==> config.mk <==
export PLATFORM = sky130hd
export DESIGN_NAME = status_led_blink_pattern_flat
export DESIGN_NICKNAME = d
export VERILOG_FILES = /design/src/hw/rtl/slbp_pkg.sv /design/src/hw/rtl/slbp_in_if.sv /design/src/hw/rtl/slbp_out_if.sv /design/src/hw/rtl/status_led_blink_pattern.sv /design/src/hw/rtl/slbp_cfg.sv /design/src/hw/rtl/slbp_core.sv /design/src/flat_wrapper.sv
export VERILOG_INCLUDE_DIRS = /design/src /design/src/hw/rtl
export SDC_FILE = /design/constraint.sdc
export NUM_CORES = 1
export LEC_CHECK = 0
export BUFFER_PORTS_ARGS = -buffer_cell sky130_fd_sc_hd__clkbuf_2
export CELL_PAD_IN_SITES_DETAIL_PLACEMENT = 1
export CELL_PAD_IN_SITES_GLOBAL_PLACEMENT = 2
export CORE_MARGIN = 5
export CORE_UTILIZATION = 34
export CTS_CLUSTER_DIAMETER = 60
export CTS_CLUSTER_SIZE = 30
export DETAILED_ROUTE_END_ITERATION = 16
export PLACE_DENSITY_LB_ADDON = 0.1
export REMOVE_ABC_BUFFERS = 1
export SLEW_MARGIN = 0
export SYNTH_ARGS = -nofsm -noshare
export SYNTH_HDL_FRONTEND = slang
export SYNTH_SLANG_ARGS = --single-unit
==> constraint.sdc <==
create_clock -name i_clk -period 6 [get_ports i_clk]
set_input_delay 0.9 -clock i_clk [delete_from_list [all_inputs] [get_ports i_clk]]
set_output_delay 0.9 -clock i_clk [all_outputs]
set_load 0.005 [all_outputs]
==> src/hw/rtl/status_led_blink_pattern_macros.svh <==
// Assertion helpers for the status LED blink pattern block.
// Every macro expects i_clk and i_rst_n to be visible where it is used.
`ifndef STATUS_LED_BLINK_PATTERN_MACROS_SVH
`define STATUS_LED_BLINK_PATTERN_MACROS_SVH

`ifndef SYNTHESIS

// The consequent must hold in the same cycle as the antecedent.
`define SLBP_ASSERT_IMPL(label, ante, cons) \
    label: assert property (@(posedge i_clk) disable iff (!i_rst_n) (ante) |-> (cons)) \
        else $error("slbp assertion failed");

// The consequent must hold in the cycle after the antecedent.
`define SLBP_ASSERT_NEXT(label, ante, cons) \
    label: assert property (@(posedge i_clk) disable iff (!i_rst_n) (ante) |=> (cons)) \
        else $error("slbp assertion failed");

`else

`define SLBP_ASSERT_IMPL(label, ante, cons)
`define SLBP_ASSERT_NEXT(label, ante, cons)

`endif

`endif

==> src/hw/rtl/slbp_pkg.sv <==
package slbp_pkg;

    // Field widths.
    localparam int OP_W     = 2;
    localparam int TIME_W   = 32;
    localparam int MODE_W   = 3;
    localparam int BLINK_W  = 7;
    localparam int STEP_W   = 8;
    localparam int DUR_W    = 16;
    localparam int CFG_N    = 8;
    localparam int CFG_IDX_W = 3;

    // Operation codes.
    localparam logic [OP_W-1:0] OP_TICK       = 2'd0;
    localparam logic [OP_W-1:0] OP_SET_MODE   = 2'd1;
    localparam logic [OP_W-1:0] OP_SET_BLINKS = 2'd2;

    // Mode codes.
    localparam logic [MODE_W-1:0] MODE_OFF       = 3'd0;
    localparam logic [MODE_W-1:0] MODE_HEARTBEAT = 3'd1;
    localparam logic [MODE_W-1:0] MODE_SLOW      = 3'd2;
    localparam logic [MODE_W-1:0] MODE_FAULT     = 3'd3;
    localparam logic [MODE_W-1:0] MODE_ERROR     = 3'd4;

    // Configuration register indexes.
    localparam logic [CFG_IDX_W-1:0] CFG_HB_ON     = 3'd0;
    localparam logic [CFG_IDX_W-1:0] CFG_HB_OFF    = 3'd1;
    localparam logic [CFG_IDX_W-1:0] CFG_SLOW_ON   = 3'd2;
    localparam logic [CFG_IDX_W-1:0] CFG_SLOW_OFF  = 3'd3;
    localparam logic [CFG_IDX_W-1:0] CFG_FAULT_ON  = 3'd4;
    localparam logic [CFG_IDX_W-1:0] CFG_FAULT_GAP = 3'd5;
    localparam logic [CFG_IDX_W-1:0] CFG_FAULT_PAUSE = 3'd6;
    localparam logic [CFG_IDX_W-1:0] CFG_ERR_PERIOD  = 3'd7;

    // Register values after reset, in index order.
    localparam logic [DUR_W-1:0] CFG_RESET [CFG_N] = '{
        16'd100, 16'd1900, 16'd500, 16'd2000, 16'd100, 16'd150, 16'd1500, 16'd200
    };

    // Phase durations as seen by the pattern logic.
    typedef struct packed {
        logic [DUR_W-1:0] hb_on;
        logic [DUR_W-1:0] hb_off;
        logic [DUR_W-1:0] slow_on;
        logic [DUR_W-1:0] slow_off;
        logic [DUR_W-1:0] fault_on;
        logic [DUR_W-1:0] fault_gap;
        logic [DUR_W-1:0] fault_pause;
        logic [DUR_W-1:0] err_period;
    } t_cfg;

    // One input beat.
    typedef struct packed {
        logic [OP_W-1:0]    op;
        logic [TIME_W-1:0]  now_ms;
        logic [MODE_W-1:0]  mode_code;
        logic [BLINK_W-1:0] blink_count;
    } t_item;

    // One result beat.
    typedef struct packed {
        logic              led_on;
        logic [STEP_W-1:0] phase_step;
    } t_result;

endpackage

==> src/hw/rtl/slbp_in_if.sv <==
interface slbp_in_if;
    logic                           valid;
    logic                           ready;
    logic [slbp_pkg::OP_W-1:0]      op;
    logic [slbp_pkg::TIME_W-1:0]    now_ms;
    logic [slbp_pkg::MODE_W-1:0]    mode_code;
    logic [slbp_pkg::BLINK_W-1:0]   blink_count;

    modport source (output valid, output op, output now_ms, output mode_code,
                    output blink_count, input ready);
    modport sink   (input valid, input op, input now_ms, input mode_code,
                    input blink_count, output ready);
endinterface

==> src/hw/rtl/slbp_out_if.sv <==
interface slbp_out_if;
    logic                          valid;
    logic                          ready;
    logic                          led_on;
    logic [slbp_pkg::STEP_W-1:0]   phase_step;

    modport source (output valid, output led_on, output phase_step, input ready);
    modport sink   (input valid, input led_on, input phase_step, output ready);
endinterface

==> src/hw/rtl/status_led_blink_pattern.sv <==
// Status LED pattern generator. Each beat on i_req is a tick, a mode change
// or a fault blink count, stamped with a 32-bit millisecond time, and yields
// exactly one beat on o_rsp with the LED level and phase index after it.
// A beat is captured in an input register and its result is loaded into the
// output register once that register is empty or being taken; o_rsp.valid
// and the result come straight from that output register.
// The block sustains one beat per cycle while results are taken, bounded by
// the combinational pattern state update (one subtract, one compare, step
// update); a held result stalls the input only once both registers are full.
// Timing registers are written through i_cfg_we/i_cfg_idx/i_cfg_data and
// should only change while no beat is in flight.
`include "status_led_blink_pattern_macros.svh"

module status_led_blink_pattern (
    input  logic                            i_clk,
    input  logic                            i_rst_n,
    slbp_in_if.sink                         i_req,
    slbp_out_if.source                      o_rsp,
    input  logic                            i_cfg_we,
    input  logic [slbp_pkg::CFG_IDX_W-1:0]  i_cfg_idx,
    input  logic [slbp_pkg::DUR_W-1:0]      i_cfg_data
);
    import slbp_pkg::*;

    t_cfg    w_cfg;
    t_item   r_item;
    t_result r_res;
    t_result w_res;
    logic    r_in_valid,  n_in_valid;
    logic    r_out_valid, n_out_valid;
    logic    w_adv;
    logic    w_fire;
    logic    w_accept;

    slbp_cfg u_cfg (
        .i_clk   (i_clk),
        .i_rst_n (i_rst_n),
        .i_we    (i_cfg_we),
        .i_idx   (i_cfg_idx),
        .i_data  (i_cfg_data),
        .o_cfg   (w_cfg)
    );

    slbp_core u_core (
        .i_clk   (i_clk),
        .i_rst_n (i_rst_n),
        .i_fire  (w_fire),
        .i_item  (r_item),
        .i_cfg   (w_cfg),
        .o_res   (w_res)
    );

    // Flow control: the output register frees when empty or taken.
    assign w_adv       = !r_out_valid || o_rsp.ready;
    assign w_fire      = r_in_valid && w_adv;
    assign i_req.ready = !r_in_valid || w_adv;
    assign w_accept    = i_req.valid && i_req.ready;

    always_comb begin
        n_in_valid = r_in_valid;
        if (w_accept) begin
            n_in_valid = 1'b1;
        end else if (w_adv) begin
            n_in_valid = 1'b0;
        end
        n_out_valid = r_out_valid;
        if (w_fire) begin
            n_out_valid = 1'b1;
        end else if (o_rsp.ready) begin
            n_out_valid = 1'b0;
        end
    end

    // Stage valid bits.
    always_ff @(posedge i_clk) begin
        if (!i_rst_n) begin
            r_in_valid  <= 1'b0;
            r_out_valid <= 1'b0;
        end else begin
            r_in_valid  <= n_in_valid;
            r_out_valid <= n_out_valid;
        end
    end

    // Input beat and result payload registers.
    always_ff @(posedge i_clk) begin
        if (w_accept) begin
            r_item.op          <= i_req.op;
            r_item.now_ms      <= i_req.now_ms;
            r_item.mode_code   <= i_req.mode_code;
            r_item.blink_count <= i_req.blink_count;
        end
        if (w_fire) begin
            r_res <= w_res;
        end
    end

    assign o_rsp.valid      = r_out_valid;
    assign o_rsp.led_on     = r_res.led_on;
    assign o_rsp.phase_step = r_res.phase_step;

    `SLBP_ASSERT_IMPL(a_full_stall_blocks, r_in_valid && r_out_valid && !o_rsp.ready, !i_req.ready)
    `SLBP_ASSERT_NEXT(a_fire_gives_result, w_fire, r_out_valid)
    `SLBP_ASSERT_NEXT(a_accept_fills_input, w_accept, r_in_valid)

endmodule

==> src/hw/rtl/slbp_cfg.sv <==
module slbp_cfg (
    input  logic                             i_clk,
    input  logic                             i_rst_n,
    input  logic                             i_we,
    input  logic [slbp_pkg::CFG_IDX_W-1:0]   i_idx,
    input  logic [slbp_pkg::DUR_W-1:0]       i_data,
    output slbp_pkg::t_cfg                   o_cfg
);
    import slbp_pkg::*;

    logic [DUR_W-1:0] r_regs [CFG_N];

    // Register file: reset to the default timing, one write per cycle.
    always_ff @(posedge i_clk) begin
        if (!i_rst_n) begin
            r_regs <= CFG_RESET;
        end else if (i_we) begin
            r_regs[i_idx] <= i_data;
        end
    end

    // Each register feeds its own duration field.
    assign o_cfg.hb_on       = r_regs[CFG_HB_ON];
    assign o_cfg.hb_off      = r_regs[CFG_HB_OFF];
    assign o_cfg.slow_on     = r_regs[CFG_SLOW_ON];
    assign o_cfg.slow_off    = r_regs[CFG_SLOW_OFF];
    assign o_cfg.fault_on    = r_regs[CFG_FAULT_ON];
    assign o_cfg.fault_gap   = r_regs[CFG_FAULT_GAP];
    assign o_cfg.fault_pause = r_regs[CFG_FAULT_PAUSE];
    assign o_cfg.err_period  = r_regs[CFG_ERR_PERIOD];

endmodule

==> src/hw/rtl/slbp_core.sv <==
`include "status_led_blink_pattern_macros.svh"

module slbp_core (
    input  logic              i_clk,
    input  logic              i_rst_n,
    input  logic              i_fire,
    input  slbp_pkg::t_item   i_item,
    input  slbp_pkg::t_cfg    i_cfg,
    output slbp_pkg::t_result o_res
);
    import slbp_pkg::*;

    logic [MODE_W-1:0]  r_mode,   n_mode;
    logic [STEP_W-1:0]  r_step,   n_step;
    logic [TIME_W-1:0]  r_last,   n_last;
    logic               r_led,    n_led;
    logic [BLINK_W-1:0] r_blinks, n_blinks;

    logic [TIME_W-1:0]  w_elapsed;
    logic [DUR_W-1:0]   w_dur;
    logic               w_over;
    logic [STEP_W-1:0]  w_total;
    logic               w_last_phase;
    logic [STEP_W-1:0]  w_two_next;
    logic [STEP_W-1:0]  w_fault_next;

    // Time in the current phase, with modulo 2^32 wrap.
    assign w_elapsed = i_item.now_ms - r_last;

    // Fault pattern length and position.
    assign w_total      = {r_blinks, 1'b0};
    assign w_last_phase = (r_step == (w_total - 8'd1));

    // Duration of the current phase for the active mode.
    always_comb begin
        case (r_mode)
            MODE_HEARTBEAT: w_dur = r_step[0] ? i_cfg.hb_off : i_cfg.hb_on;
            MODE_SLOW:      w_dur = r_step[0] ? i_cfg.slow_off : i_cfg.slow_on;
            MODE_ERROR:     w_dur = i_cfg.err_period;
            MODE_FAULT: begin
                if (!r_step[0]) begin
                    w_dur = i_cfg.fault_on;
                end else if (w_last_phase) begin
                    w_dur = i_cfg.fault_pause;
                end else begin
                    w_dur = i_cfg.fault_gap;
                end
            end
            default:        w_dur = '0;
        endcase
    end

    assign w_over = (w_elapsed >= {{(TIME_W-DUR_W){1'b0}}, w_dur});

    // Following phase: two-phase modes toggle, fault wraps at its length.
    assign w_two_next   = {{(STEP_W-1){1'b0}}, ~r_step[0]};
    assign w_fault_next = w_last_phase ? '0 : (r_step + 8'd1);

    // State update for one beat.
    always_comb begin
        n_mode   = r_mode;
        n_step   = r_step;
        n_last   = r_last;
        n_led    = r_led;
        n_blinks = r_blinks;
        case (i_item.op)
            OP_SET_MODE: begin
                if ((i_item.mode_code <= MODE_ERROR) && (i_item.mode_code != r_mode)) begin
                    n_mode = i_item.mode_code;
                    n_step = '0;
                    n_last = i_item.now_ms;
                    if (i_item.mode_code == MODE_OFF) begin
                        n_led = 1'b0;
                    end
                end
            end
            OP_SET_BLINKS: begin
                if ((r_mode != MODE_FAULT) || (r_blinks != i_item.blink_count)) begin
                    n_mode   = MODE_FAULT;
                    n_blinks = i_item.blink_count;
                    n_step   = '0;
                    n_last   = i_item.now_ms;
                end
            end
            OP_TICK: begin
                case (r_mode)
                    MODE_HEARTBEAT, MODE_SLOW, MODE_ERROR: begin
                        if (w_over) begin
                            n_last = i_item.now_ms;
                            n_step = w_two_next;
                            n_led  = r_step[0];
                        end
                    end
                    MODE_FAULT: begin
                        if (r_blinks == '0) begin
                            // No blinks configured: hold the LED dark.
                            n_led = 1'b0;
                        end else if (w_over) begin
                            n_last = i_item.now_ms;
                            n_step = w_fault_next;
                            n_led  = ~w_fault_next[0];
                        end
                    end
                    default: begin
                    end
                endcase
            end
            default: begin
            end
        endcase
    end

    // Pattern state.
    always_ff @(posedge i_clk) begin
        if (!i_rst_n) begin
            r_mode   <= MODE_OFF;
            r_step   <= '0;
            r_last   <= '0;
            r_led    <= 1'b0;
            r_blinks <= '0;
        end else if (i_fire) begin
            r_mode   <= n_mode;
            r_step   <= n_step;
            r_last   <= n_last;
            r_led    <= n_led;
            r_blinks <= n_blinks;
        end
    end

    // The result is the state after this beat.
    assign o_res.led_on     = n_led;
    assign o_res.phase_step = n_step;

    `SLBP_ASSERT_IMPL(a_mode_legal, 1'b1, r_mode <= MODE_ERROR)
    `SLBP_ASSERT_IMPL(a_off_is_dark, r_mode == MODE_OFF, !r_led)
    `SLBP_ASSERT_IMPL(a_fault_step_range, (r_mode == MODE_FAULT) && (r_blinks != '0), r_step < w_total)
    `SLBP_ASSERT_IMPL(a_two_phase_step, (r_mode == MODE_HEARTBEAT) || (r_mode == MODE_SLOW) || (r_mode == MODE_ERROR), r_step <= 8'd1)

endmodule

==> src/flat_wrapper.sv <==
// flat-port wrapper written by rule: the top's interface ports become plain ports
module status_led_blink_pattern_flat import slbp_pkg::*;
  (i_clk, i_rst_n, i_cfg_we, i_cfg_idx, i_cfg_data, i_req_valid, i_req_op, i_req_now_ms, i_req_mode_code, i_req_blink_count, i_req_ready, o_rsp_valid, o_rsp_led_on, o_rsp_phase_step, o_rsp_ready);
  slbp_in_if i_req_i ();
  slbp_out_if o_rsp_i ();
  input  logic i_clk;
  input  logic i_rst_n;
  input  logic i_cfg_we;
  input  logic [slbp_pkg::CFG_IDX_W-1:0] i_cfg_idx;
  input  logic [slbp_pkg::DUR_W-1:0] i_cfg_data;
  input wire logic [$bits(i_req_i.valid)-1:0] i_req_valid;
  input wire logic [$bits(i_req_i.op)-1:0] i_req_op;
  input wire logic [$bits(i_req_i.now_ms)-1:0] i_req_now_ms;
  input wire logic [$bits(i_req_i.mode_code)-1:0] i_req_mode_code;
  input wire logic [$bits(i_req_i.blink_count)-1:0] i_req_blink_count;
  output wire logic [$bits(i_req_i.ready)-1:0] i_req_ready;
  output wire logic [$bits(o_rsp_i.valid)-1:0] o_rsp_valid;
  output wire logic [$bits(o_rsp_i.led_on)-1:0] o_rsp_led_on;
  output wire logic [$bits(o_rsp_i.phase_step)-1:0] o_rsp_phase_step;
  input wire logic [$bits(o_rsp_i.ready)-1:0] o_rsp_ready;
  assign i_req_i.valid = i_req_valid;
  assign i_req_i.op = i_req_op;
  assign i_req_i.now_ms = i_req_now_ms;
  assign i_req_i.mode_code = i_req_mode_code;
  assign i_req_i.blink_count = i_req_blink_count;
  assign i_req_ready = i_req_i.ready;
  assign o_rsp_valid = o_rsp_i.valid;
  assign o_rsp_led_on = o_rsp_i.led_on;
  assign o_rsp_phase_step = o_rsp_i.phase_step;
  assign o_rsp_i.ready = o_rsp_ready;
  status_led_blink_pattern u_core (.i_clk(i_clk), .i_rst_n(i_rst_n), .i_req(i_req_i), .o_rsp(o_rsp_i), .i_cfg_we(i_cfg_we), .i_cfg_idx(i_cfg_idx), .i_cfg_data(i_cfg_data));
endmodule
==> summary.txt, run 1 <==
OUTCOME
---------------------------------------------------------------------------------
Status ............................................................. finished, final reports clean

RUN
---------------------------------------------------------------------------------
Maxcap violations ..................................................            0

SETUP PATH
---------------------------------------------------------------------------------
Category of the critical setup timing path ......................... register to register
Worst path arrival time ............................................      6.03 ns
Worst setup SP type ................................................     register
Element type at the critical path end ..............................     register
Worst path slowest cell ............................................        or4_1
Data required time of the worst path ...............................      6.53 ns
Number of cells on the worst reg-to-reg path .......................           24
Worst-path cell chain .............................................. inv_1 > ha_1 > xnor2_1 > a21oi_1 > o2111ai_1 > nor3_1 > nand3_1 > buf_12 > mux2i_1 > a21oi_1 > a221oi_2 > buf_4 > ha_1 > o21ai_0 > o21ai_0 > a2111oi_2 > o211ai_1 > or4_1 > nor4_2 > nand4_2 > buf_4 > or4_1 > o211ai_1 > a32o_1
Largest driver fanout on the critical path .........................           23
Critical path's largest stage delay ................................      0.51 ns

GLOBAL ROUTE
---------------------------------------------------------------------------------
Pin count of the biggest net entering global routing ...............           62
Global-route wire length before repair .............................     61300 um
Vias in the first global route .....................................        11100
Gr ovfl total ......................................................            0
Gr usage total .....................................................        19.1%
Number of antenna violations at the first check in global routing ..            0

YOSYS
---------------------------------------------------------------------------------
Synth Instances ....................................................         1484
Top area cells in the synthesized netlist .......................... dfxtp_1 30%, edfxtp_1 13%, nand2_1 12%, mux2i_1 7.2%, a21oi_1 6.1%
Fraction of synthesized cell area taken by the top area cell type ..        29.5%
Register bit total from synthesis ..................................          234
Post-synth top cells ............................................... 379 x nand2_1, 181 x dfxtp_1, 150 x a21oi_1
Library cell occupying the most area in the post-synthesis netlist .      dfxtp_1
Part of the Yosys area used for sequential elements ................        42.5%
Count of flip-flops with a built-in enable after synthesis .........           53
Distinct cells, synth ..............................................           72
Most common flop cell mapped by yosys ..............................      dfxtp_1
Most frequently used cell type in the post-synthesis netlist .......      nand2_1
Per-instance average area after synthesis ..........................     8.27 um2
Post-synth ARST share ..............................................           0%
Area of the mapped netlist .........................................    12300 um2
Yosys warning total ................................................            0

FLOORPLANNING
---------------------------------------------------------------------------------
Initial cell density of the core ...................................        34.5%
Height of the die ..................................................       200 um
Die area ...........................................................    40000 um2
Total I/O pin count ................................................           79
Chip Width .........................................................       200 um
Std-Cell Core Area .................................................    35600 um2
Total number of placement rows .....................................           69

CLOCK TREE
---------------------------------------------------------------------------------
Cts-stage hold buffer count ........................................            0
Maximum clock insertion buffer count ...............................            3
H-tree depth .......................................................            1
TritonCTS buffer count .............................................           31
Insertion delay of the later-clocked pin in the worst-skew pair ....      0.59 ns
CTS tree ...........................................................         done
Worst-path clk slew ................................................      0.06 ns
Clock sink count ...................................................          234
Library cell used as clock root buffer .............................    clkbuf_16

STA
---------------------------------------------------------------------------------
Pins over their slew limit .........................................            0
Final count of hold timing violations ..............................            0
Worst slew margin ..................................................        28.0%
Pin slew with the least headroom to its limit ......................      1.08 ns
Accumulated negative setup slack ...................................         0 ns
RSZ-0062 raised after global routing ...............................           no
Final setup skew ...................................................    0.0131 ns
Min Tclk post-route ................................................      5.50 ns
Total of endpoints with negative setup slack in the final report ...            0
Achievable clock frequency .........................................      182 MHz
Final Cycle Share ..................................................        91.6%

PWR
---------------------------------------------------------------------------------
Clock power share ..................................................        47.0%
Leakage power summed over all cells ................................      5.29 nW
Comb power frac ....................................................        12.6%
Pint ...............................................................      3.03 mW
Total power of the final layout ....................................      4.22 mW
Maximum ir drop on the vdd rail ....................................     0.258 mV
Fraction of power consumed by sequential logic .....................        40.4%
Switching share of total power .....................................        28.1%
NetSw ..............................................................      1.19 mW
Power density over cell area .......................................   297 nW/um2

DETAILED ROUTING
---------------------------------------------------------------------------------
Post-route antenna net violation count .............................            0
Initial DRC Count ..................................................          410
Via total after detailed routing ...................................        10600
Number of detailed-route iterations in the first pass ..............            5
DRC Markers ........................................................            0
Total routed wirelength ............................................     38200 um
Via density per instance ...........................................         5.28
Final routed wire length divided by cell count .....................      19.1 um

PLACEMENT
---------------------------------------------------------------------------------
Number of buffers inserted by port buffering .......................           78
Post-detail-place hpwl .............................................     26600 um
Gpl congestion .....................................................        0.828

LAYOUT
---------------------------------------------------------------------------------
Area growth, synth to finish .......................................        15.6%
Number of antenna cells inserted ...................................            0
Layout cells sized above 1 .........................................        12.3%
Net count reported at finish .......................................         1632
Total of fill cells in the finished design .........................         4261

WORST HOLD PATH
---------------------------------------------------------------------------------
Type of the tightest min-delay check ............................... register to register
Hold path depth ....................................................            2

-- worst max-delay path: cells and delay by family, from the launching register on --
| family | cells | cell delay [ns] |
|---|---|---|
| AOI/OAI and AO/OA | 10 | 1.80 |
| xor gates and xnor gates | 1 | 0.13 |
| adders and majority gates | 2 | 0.50 |
| buffers and inverters | 4 | 0.69 |
| DFF | 1 | 0.36 |
| muxes | 1 | 0.17 |
| and+or+nand+nor | 6 | 1.79 |
-- power groups by stage --
stage / clock network [mW] / registers [mW] / logic (mW)
floorplan: 0 / 1.73 / 0.340
global route: 2.11 / 1.71 / 0.599
global placement: 0 / 1.74 / 0.521
CTS: 2.05 / 1.71 / 0.535
detailed placement: 0 / 1.74 / 0.531
finish: 1.98 / 1.71 / 0.531
-- path summary, 6_finish.rpt --
path,startpoint,end,slack [ns]
setup / recovery,u_core.u_core.r_blinks[1],u_core.u_core.r_step[4],0.50
hold / removal,u_core.u_cfg.o_cfg[76],u_core.u_cfg.o_cfg[76],0.45
setup reg to reg,u_core.u_core.r_blinks[1],u_core.u_core.r_step[4],0.50
hold reg to reg,u_core.u_cfg.o_cfg[76],u_core.u_cfg.o_cfg[76],0.45
-- repair_timing --
item	in CTS	in global routing
endpoints found under the setup margin	32	50
setup buffers	0	0
resized for setup	1	7
pin swaps	0	1
-- stage by stage --
step	cells	area (um2)	hold WS, ns	worst slack [ns]	utilization (%)
detailed placement	1941	13000	0.447	-0.0319	36.6
CTS	1999	14100	0.451	0.0398	39.8
global route	1999	14200	0.460	0.0581	39.9
floorplan	1380	11800	0.433	-1.34	-
finish	1999	14200	0.454	0.503	39.9
global placement	1941	13000	0.440	0.204	36.6
-- layout by cell type (no fill, tap or decap), drive strengths merged, types with 4 or more instances in the layout --
cell / netlist / routed
nand2b: 12 / 12
or3: 8 / 8
a31oi: 15 / 15
a21o: 6 / 6
ha: 50 / 50
clkinvlp: 0 / 8
nor4: 4 / 4
a221o: 4 / 4
a211oi: 6 / 6
nand2: 379 / 379
o211ai: 8 / 8
nor2: 60 / 60
nor3: 13 / 13
mux2i: 88 / 88
o22ai: 26 / 26
clkinv: 0 / 5
dfxtp: 181 / 181
edfxtp: 53 / 53
xnor2: 26 / 26
xor2: 16 / 16
inv: 52 / 60
a21oi: 153 / 153
and3: 7 / 7
o21ai: 40 / 40
clkbuf: 89 / 111
nand4: 15 / 15
o2bb2ai: 4 / 4
nand3: 72 / 72
buf: 15 / 23
o31ai: 5 / 5
a221oi: 15 / 15
nand3b: 4 / 4
nor2b: 10 / 10
-- area by class of cell --
| class | instances | area [um2] | share of cell area [%] |
|---|---|---|---|
| Timing Repair Buffer | 100 | 596 | 4.20 |
| Clock inverter | 24 | 280 | 1.98 |
| Multi-Input combinational cell | 1094 | 6470 | 45.6 |
| Inverter | 52 | 195 | 1.38 |
| Sequential cell | 234 | 5220 | 36.8 |
| Tap cell | 461 | 577 | 4.07 |
| Clock buffer | 34 | 840 | 5.92 |
-- state kept, by name, summed over array words and instances (netlist names) --
name	cells
u_core.o_rsp.led_on	1
u_core.r_in_valid	1
u_core.u_core.r_blinks	7
u_core.u_core.r_last	32
u_core.u_cfg.o_cfg	128
u_core.u_core.r_led	1
u_core.r_item	44
u_core.o_rsp.valid	1
u_core.u_core.r_step	8
u_core.o_rsp.phase_step	8
u_core.u_core.r_mode	3
-- metal layers --
metal	global-route usage, %	share of wire, %	vias up
met5	0	0	-
met4	4.43	2.2	0
met3	2.70	3.0	57
met2	33.0	47	106
met1	25.5	47	5151
li1	-	-	5236
-- kinds of logic after synthesis --
family | after synthesis | synth area share [%]
buf+inv | 156 | 5.19
flops | 234 | 42.5
mux | 88 | 7.18
compound gates | 315 | 15.7
fa+ha+maj | 51 | 5.26
xor+xnor | 42 | 3.00
simple gates | 598 | 21.1
Note: power is estimated with default switching activity, not from simulation.
==> run 2: changes to the inputs <==
CORE_ASPECT_RATIO = 0.7   (was unset)
PLACE_DENSITY = 0.77   (was unset)
PLACE_DENSITY_LB_ADDON = unset   (was 0.1)
SLEW_MARGIN = unset   (was 0)
==> run 2 against run 1 <==
Combinational power about the same. Clock skew grew 0.013 ns. Routed wire length fell by 2.0%. Sequential share of layout area grew 0.97 points. Largest cell class unchanged. Largest power group is now sequential cells.
==> summary.txt, run 2 (same netlist as run 1, synthesis figures left out) <==
FLOORPLANNING
-------------------------------------------------------------------------------------
Chip Width .............................................................       237 um
Die area ...............................................................    40000 um2
Initial cell density of the core .......................................        34.3%
Total I/O pin count ....................................................           79
Height of the die ......................................................       169 um
Total number of placement rows .........................................           58
Std-Cell Core Area .....................................................    35800 um2

DETAILED ROUTING
-------------------------------------------------------------------------------------
Total routed wirelength ................................................     37400 um
Via density per instance ...............................................         5.28
Post-route antenna net violation count .................................            0
Initial DRC Count ......................................................          628
DRC Markers ............................................................            0
Final routed wire length divided by cell count .........................      18.7 um
Via total after detailed routing .......................................        10500
Number of detailed-route iterations in the first pass ..................            5

SETUP PATH
-------------------------------------------------------------------------------------
Data required time of the worst path ...................................      6.40 ns
Critical path's largest stage delay ....................................      0.54 ns
Element type at the critical path end ..................................     register
Worst path arrival time ................................................      6.00 ns
Number of buffers and inverters on the critical path ...................            3
Category of the critical setup timing path ............................. register to register
Worst-path cell chain .................................................. inv_1 > ha_1 > xnor2_1 > a21oi_1 > o2111ai_1 > nor3_1 > nand3_1 > buf_12 > mux2i_1 > a21oi_1 > a221oi_1 > ha_1 > nand4_1 > a211o_1 > o211ai_1 > a2111oi_2 > o211ai_1 > or4_1 > nor4_2 > nand4_2 > nor2b_4 > o31a_2 > buf_12 > mux2i_1
Largest driver fanout on the critical path .............................           33
Worst setup SP type ....................................................     register
Critical path's top delay family ....................................... compound AO/OA/AOI/OAI gates
Worst path slowest cell ................................................        or4_1

PWR
-------------------------------------------------------------------------------------
Leakage power summed over all cells ....................................      5.12 nW
Maximum ir drop on the vdd rail ........................................     0.167 mV
Power density over cell area ...........................................   265 nW/um2

OUTCOME
-------------------------------------------------------------------------------------
Status ................................................................. finished, final reports clean

PLACEMENT
-------------------------------------------------------------------------------------
Post-detail-place hpwl .................................................     26100 um
Number of buffers inserted by port buffering ...........................           78
Cell Count Post-Placement ..............................................         1960
Post-Place Setup Slack .................................................     0.263 ns
Gpl congestion .........................................................        0.843

CLOCK TREE
-------------------------------------------------------------------------------------
H-tree depth ...........................................................            1
Worst-path clk slew ....................................................      0.07 ns
TritonCTS buffer count .................................................           21
CTS tree ...............................................................         done
Insertion delay of the later-clocked pin in the worst-skew pair ........      0.54 ns
Library cell used as clock root buffer .................................    clkbuf_16
Clock sink count .......................................................          234
Number of buffers inserted to repair setup after CTS ...................            0
Maximum clock insertion buffer count ...................................            3

STA
-------------------------------------------------------------------------------------
RSZ-0062 raised after global routing ...................................           no
Final Cycle Share ......................................................        93.3%
Accumulated negative setup slack .......................................         0 ns
Min Tclk post-route ....................................................      5.60 ns
Final count of hold timing violations ..................................            0
Pins over their slew limit .............................................            0
Total of endpoints with negative setup slack in the final report .......            0
Pin slew with the least headroom to its limit ..........................      1.06 ns
Achievable clock frequency .............................................      179 MHz
Final setup skew .......................................................    0.0266 ns
Worst slew margin ......................................................        29.2%
Worst Slack Setup Final ................................................     0.399 ns
Hold_ws ................................................................     0.457 ns

GLOBAL ROUTE
-------------------------------------------------------------------------------------
Pin count of the biggest net entering global routing ...................           85
Number of antenna violations at the first check in global routing ......            0
Gr usage total .........................................................        18.3%
Global-route wire length before repair .................................     60200 um
Gr ovfl total ..........................................................            0
Vias in the first global route .........................................        10700

LAYOUT
-------------------------------------------------------------------------------------
Number of antenna cells inserted .......................................            0
Non-Filler Instances ...................................................         1997
Total of fill cells in the finished design .............................         4230
Area taken by multi-input logic gates ..................................     6470 um2
Final core occ .........................................................        38.6%
Area growth, synth to finish ...........................................        12.6%
Area of all sequential standard cells ..................................     5220 um2
Layout cells sized above 1 .............................................        10.8%
Net count reported at finish ...........................................         1622
Most frequent standard cell in the layout excluding fill and tap cells .      nand2_1
Highest-count cells in the layout ignoring fill and taps ............... 379 x nand2_1, 180 x dfxtp_1, 150 x a21oi_1
Largest register FFs ...................................................          128

RUN
-------------------------------------------------------------------------------------
Maxcap violations ......................................................            0

WORST HOLD PATH
-------------------------------------------------------------------------------------
Type of the tightest min-delay check ................................... register to register

-- run 2: cell types whose count changed in the layout (fill, tap and decap cells not counted), moves of 4 or more --
cell,previous run,this run
clkbuf_16,33,21
clkinvlp_4,8,0
clkinv_4,5,1
clkinv_8,0,4
-- run 2: timing repair --
| action | in CTS | in global routing |
|---|---|---|
| gates resized for setup | 0 | 3 |
| setup endpoints to repair | 0 | 45 |
| hold buffers | 0 | 0 |
-- run 2: metal layers --
metal  vias to the layer above  wire length [um]  track usage, %
li1                       5194                 -               -
met1                      5166             18300            26.2
met2                       147             17200            30.4
met3                        31              1420            2.65
met4                         0               504            2.58
met5                         -                 0               0
-- run 2: where the power goes --
part	internal, mW	total, mW	leakage [nW]	switching [mW]
sequential	1.66	1.70	1.99	0.0367
combinational	0.195	0.530	2.78	0.335
clock	0.710	1.43	0.357	0.725
-- run 2: layout make-up --
class	instances	share of cell area (%)
inverter	52	1.41
clock inverter	15	1.34
sequential	234	37.8
tap	480	4.35
clock buffer	22	3.90
timing repair buffer	100	4.40
multi-input combinational	1094	46.8
-- run 2: worst paths after layout --
| check | from | to | slack, ns | cells past startpoint |
|---|---|---|---|---|
| max | u_core.u_core.r_blinks[0] | u_core.u_core.r_last[9] | 0.40 | 24 |
| min | u_core.u_cfg.o_cfg[112] | u_core.u_cfg.o_cfg[112] | 0.46 | 2 |
| max reg2reg | u_core.u_core.r_blinks[0] | u_core.u_core.r_last[9] | 0.40 | 24 |
| min reg2reg | u_core.u_cfg.o_cfg[112] | u_core.u_cfg.o_cfg[112] | 0.46 | 2 |
-- run 2: metrics by stage --
stage,power (mW),cell area (um2)
detailed placement,2.27,13100
global route,3.85,13800
finish,3.67,13800
CTS,3.72,13800
global placement,2.25,13100
floorplan,2.07,11800
-- run 2: worst reg2reg max path, cell delays in order, from the launching register on --
cell	delay, ns
dfxtp_1	0.34
inv_1	0.06
ha_1	0.30
xnor2_1	0.12
a21oi_1	0.11
o2111ai_1	0.14
nor3_1	0.16
nand3_1	0.15
buf_12	0.20
mux2i_1	0.19
a21oi_1	0.08
a221oi_1	0.43
ha_1	0.32
nand4_1	0.14
a211o_1	0.13
o211ai_1	0.10
a2111oi_2	0.40
o211ai_1	0.13
or4_1	0.54
nor4_2	0.30
nand4_2	0.23
nor2b_4	0.21
o31a_2	0.32
buf_12	0.18
mux2i_1	0.21
==> run 3: changes to the inputs <==
PLACE_DENSITY = 0.84   (was 0.77)
==> run 3 against run 2 <==
Final cell count barely moved. Fmax fell by 1.1%. First-iteration DRC count rose by 30%. Via count rose by 1.6%. Sequential share of layout area barely moved. Worst hold slack improved by 0.00066 ns. Combinational power barely moved. Core utilization barely moved. Critical path type unchanged.
==> summary.txt, run 3 (same netlist as run 1, synthesis figures left out) <==
CLOCK TREE
-------------------------------------------------------------------------------------
CTS tree ...............................................................         done
H-tree depth ...........................................................            1
Worst-path clk slew ....................................................      0.11 ns
Library cell used as clock root buffer .................................    clkbuf_16
Cts-stage hold buffer count ............................................            0
TritonCTS buffer count .................................................           21
Clock sink count .......................................................          234
Maximum clock insertion buffer count ...................................            3
Insertion delay of the later-clocked pin in the worst-skew pair ........      0.55 ns

SETUP PATH
-------------------------------------------------------------------------------------
Worst setup slack for register-to-register paths .......................      0.34 ns
Element type at the critical path end ..................................     register
Worst-path cell chain .................................................. inv_1 > ha_1 > xnor2_1 > a21oi_1 > o2111ai_1 > nor3_1 > nand3_1 > buf_6 > mux2i_1 > a21oi_1 > a221oi_1 > ha_1 > a211oi_1 > o211ai_1 > a2111oi_2 > o211ai_1 > or4_1 > nor4_2 > nand4_2 > nor2b_4 > o31a_2 > buf_12 > mux2i_1
Data required time of the worst path ...................................      6.40 ns
Worst setup SP type ....................................................     register
Category of the critical setup timing path ............................. register to register
Source of the worst register-to-register timing path ................... u_core.u_core.r_blinks[1]
Largest driver fanout on the critical path .............................           33
Worst path slowest cell ................................................        or4_1
Launch point of the critical path ...................................... u_core.u_core.r_blinks[1]
Critical path's largest stage delay ....................................      0.51 ns
Endpoint of the worst register-to-register path ........................ u_core.u_core.r_last[8]
Critical path's top delay family ....................................... compound AO/OA/AOI/OAI gates
Number of buffers and inverters on the critical path ...................            3
Number of cells on the worst reg-to-reg path ...........................           23
WP depth ...............................................................           23
Worst path arrival time ................................................      6.06 ns

LAYOUT
-------------------------------------------------------------------------------------
Fin area ...............................................................    13800 um2
Total of fill cells in the finished design .............................         4258
Highest-count cells in the layout ignoring fill and taps ............... 379 x nand2_1, 179 x dfxtp_1, 150 x a21oi_1
Area growth, synth to finish ...........................................        12.8%
Number of antenna cells inserted .......................................            0
Net count reported at finish ...........................................         1622
Largest register FFs ...................................................          128
Layout cells sized above 1 .............................................        10.9%
Most frequent standard cell in the layout excluding fill and tap cells .      nand2_1
Non-Filler Instances ...................................................         1998

STA
-------------------------------------------------------------------------------------
Final setup skew .......................................................    0.0316 ns
Worst Slack Setup Final ................................................     0.338 ns
RSZ-0062 raised after global routing ...................................           no
Min Tclk post-route ....................................................      5.66 ns
Accumulated negative setup slack .......................................         0 ns
Achievable clock frequency .............................................      177 MHz
Pins over their slew limit .............................................            0
Worst slew margin ......................................................        31.8%
Pin slew with the least headroom to its limit ..........................      1.02 ns
Total of endpoints with negative setup slack in the final report .......            0
Final count of hold timing violations ..................................            0
Final Cycle Share ......................................................        94.4%

FLOORPLANNING
-------------------------------------------------------------------------------------
Die area ...............................................................    40000 um2
Height of the die ......................................................       169 um
Total number of placement rows .........................................           58
Initial cell density of the core .......................................        34.3%
Total I/O pin count ....................................................           79
Chip Width .............................................................       237 um
Std-Cell Core Area .....................................................    35800 um2

PLACEMENT
-------------------------------------------------------------------------------------
Post-Place Setup Slack .................................................    0.0772 ns
Cell Count Post-Placement ..............................................         1960
Post-detail-place hpwl .................................................     26100 um
Number of buffers inserted by port buffering ...........................           78
Gpl congestion .........................................................        0.867
Placed cell areas ......................................................    13000 um2

GLOBAL ROUTE
-------------------------------------------------------------------------------------
Vias in the first global route .........................................        10800
Gr ovfl total ..........................................................            0
Global-route wire length before repair .................................     60000 um
Pin count of the biggest net entering global routing ...................           74
Gr usage total .........................................................        18.2%
Number of antenna violations at the first check in global routing ......            0

DETAILED ROUTING
-------------------------------------------------------------------------------------
Initial DRC Count ......................................................          818
Final routed wire length divided by cell count .........................      18.8 um
Via density per instance ...............................................         5.36
Post-route antenna net violation count .................................            0
Via total after detailed routing .......................................        10700
Number of detailed-route iterations in the first pass ..................            5
DRC Markers ............................................................            0
Total routed wirelength ................................................     37500 um

WORST HOLD PATH
-------------------------------------------------------------------------------------
Hold path depth ........................................................            2
Hold endpoint .......................................................... u_core.u_cfg.o_cfg[92]
Source of the worst hold timing path ................................... u_core.u_cfg.o_cfg[92]
Type of the tightest min-delay check ................................... register to register

RUN
-------------------------------------------------------------------------------------
Maxcap violations ......................................................            0

OUTCOME
-------------------------------------------------------------------------------------
Status ................................................................. finished, final reports clean

PWR
-------------------------------------------------------------------------------------
Leakage power summed over all cells ....................................      5.13 nW
Power density over cell area ...........................................   272 nW/um2
Maximum ir drop on the vdd rail ........................................     0.187 mV

-- run 3: cell count changes in the layout (fill, tap and decap cells not counted), moves of 2 or more --
cell,delta
buf_12,-2
inv_16,+2
inv_4,-2
inv_12,+2
clkinv_8,-2
-- run 3: repair_timing --
action	4_1_cts	5_1_grt
hold endpoints to repair	0	0
gates resized for setup	0	6
setup buffers	0	0
setup endpoints to repair	0	49
-- run 3: per-layer routing --
layer	global-route usage [%]	vias up	routed length, um
met4	3.39	0	681
met5	0	-	0
met3	2.17	33	1420
met1	26.7	5249	18800
met2	29.4	208	16600
li1	-	5215	-
-- run 3: final cells by class --
class,count,area (um2),share of cell area (%)
inverters,52,195,1.41
well taps,480,601,4.34
repair buffers,100,587,4.24
flip-flops and latches,234,5220,37.7
multi-input cells,1094,6460,46.7
clock buffers,22,529,3.83
clock inverters,16,236,1.71
-- run 3: worst register-to-register path, stage by stage (launching register included) --
cell       delay (ns)
dfxtp_2          0.38
inv_1            0.07
ha_1             0.28
xnor2_1          0.14
a21oi_1          0.14
o2111ai_1        0.13
nor3_1           0.15
nand3_1          0.11
buf_6            0.20
mux2i_1          0.18
a21oi_1          0.08
a221oi_1         0.39
ha_1             0.33
a211oi_1         0.27
o211ai_1         0.17
a2111oi_2        0.40
o211ai_1         0.13
or4_1            0.51
nor4_2           0.33
nand4_2          0.22
nor2b_4          0.21
o31a_2           0.31
buf_12           0.19
mux2i_1          0.20
-- run 3: stage by stage --
step | power [mW] | hold WS, ns | utilization [%]
global placement | 2.25 | 0.441 | 36.5
detailed placement | 2.26 | 0.447 | 36.5
floorplan | 2.07 | 0.433 | -
finish | 3.76 | 0.457 | 38.7
global route | 3.94 | 0.478 | 38.7
CTS | 3.80 | 0.460 | 38.6
-- run 3: worst max-delay path by stage --
| stage | slack, ns | end |
|---|---|---|
| after floorplan | -1.34 | u_core.u_core.r_last[0] |
| after global placement | 0.28 | u_core.u_core.r_step[4] |
| after detailed placement | 0.08 | u_core.o_rsp.phase_step[4] |
| after CTS | 0.01 | u_core.o_rsp.phase_step[4] |
| after global routing | 0.03 | u_core.u_core.r_step[4] |
| final | 0.34 | u_core.u_core.r_last[8] |
-- run 3: power breakdown --
part	leakage (nW)	switching, mW	internal [mW]
Combinational	2.77	0.337	0.194
Clock	0.374	0.768	0.758
Sequential	1.99	0.0375	1.66
Total	5.13	1.14	2.62
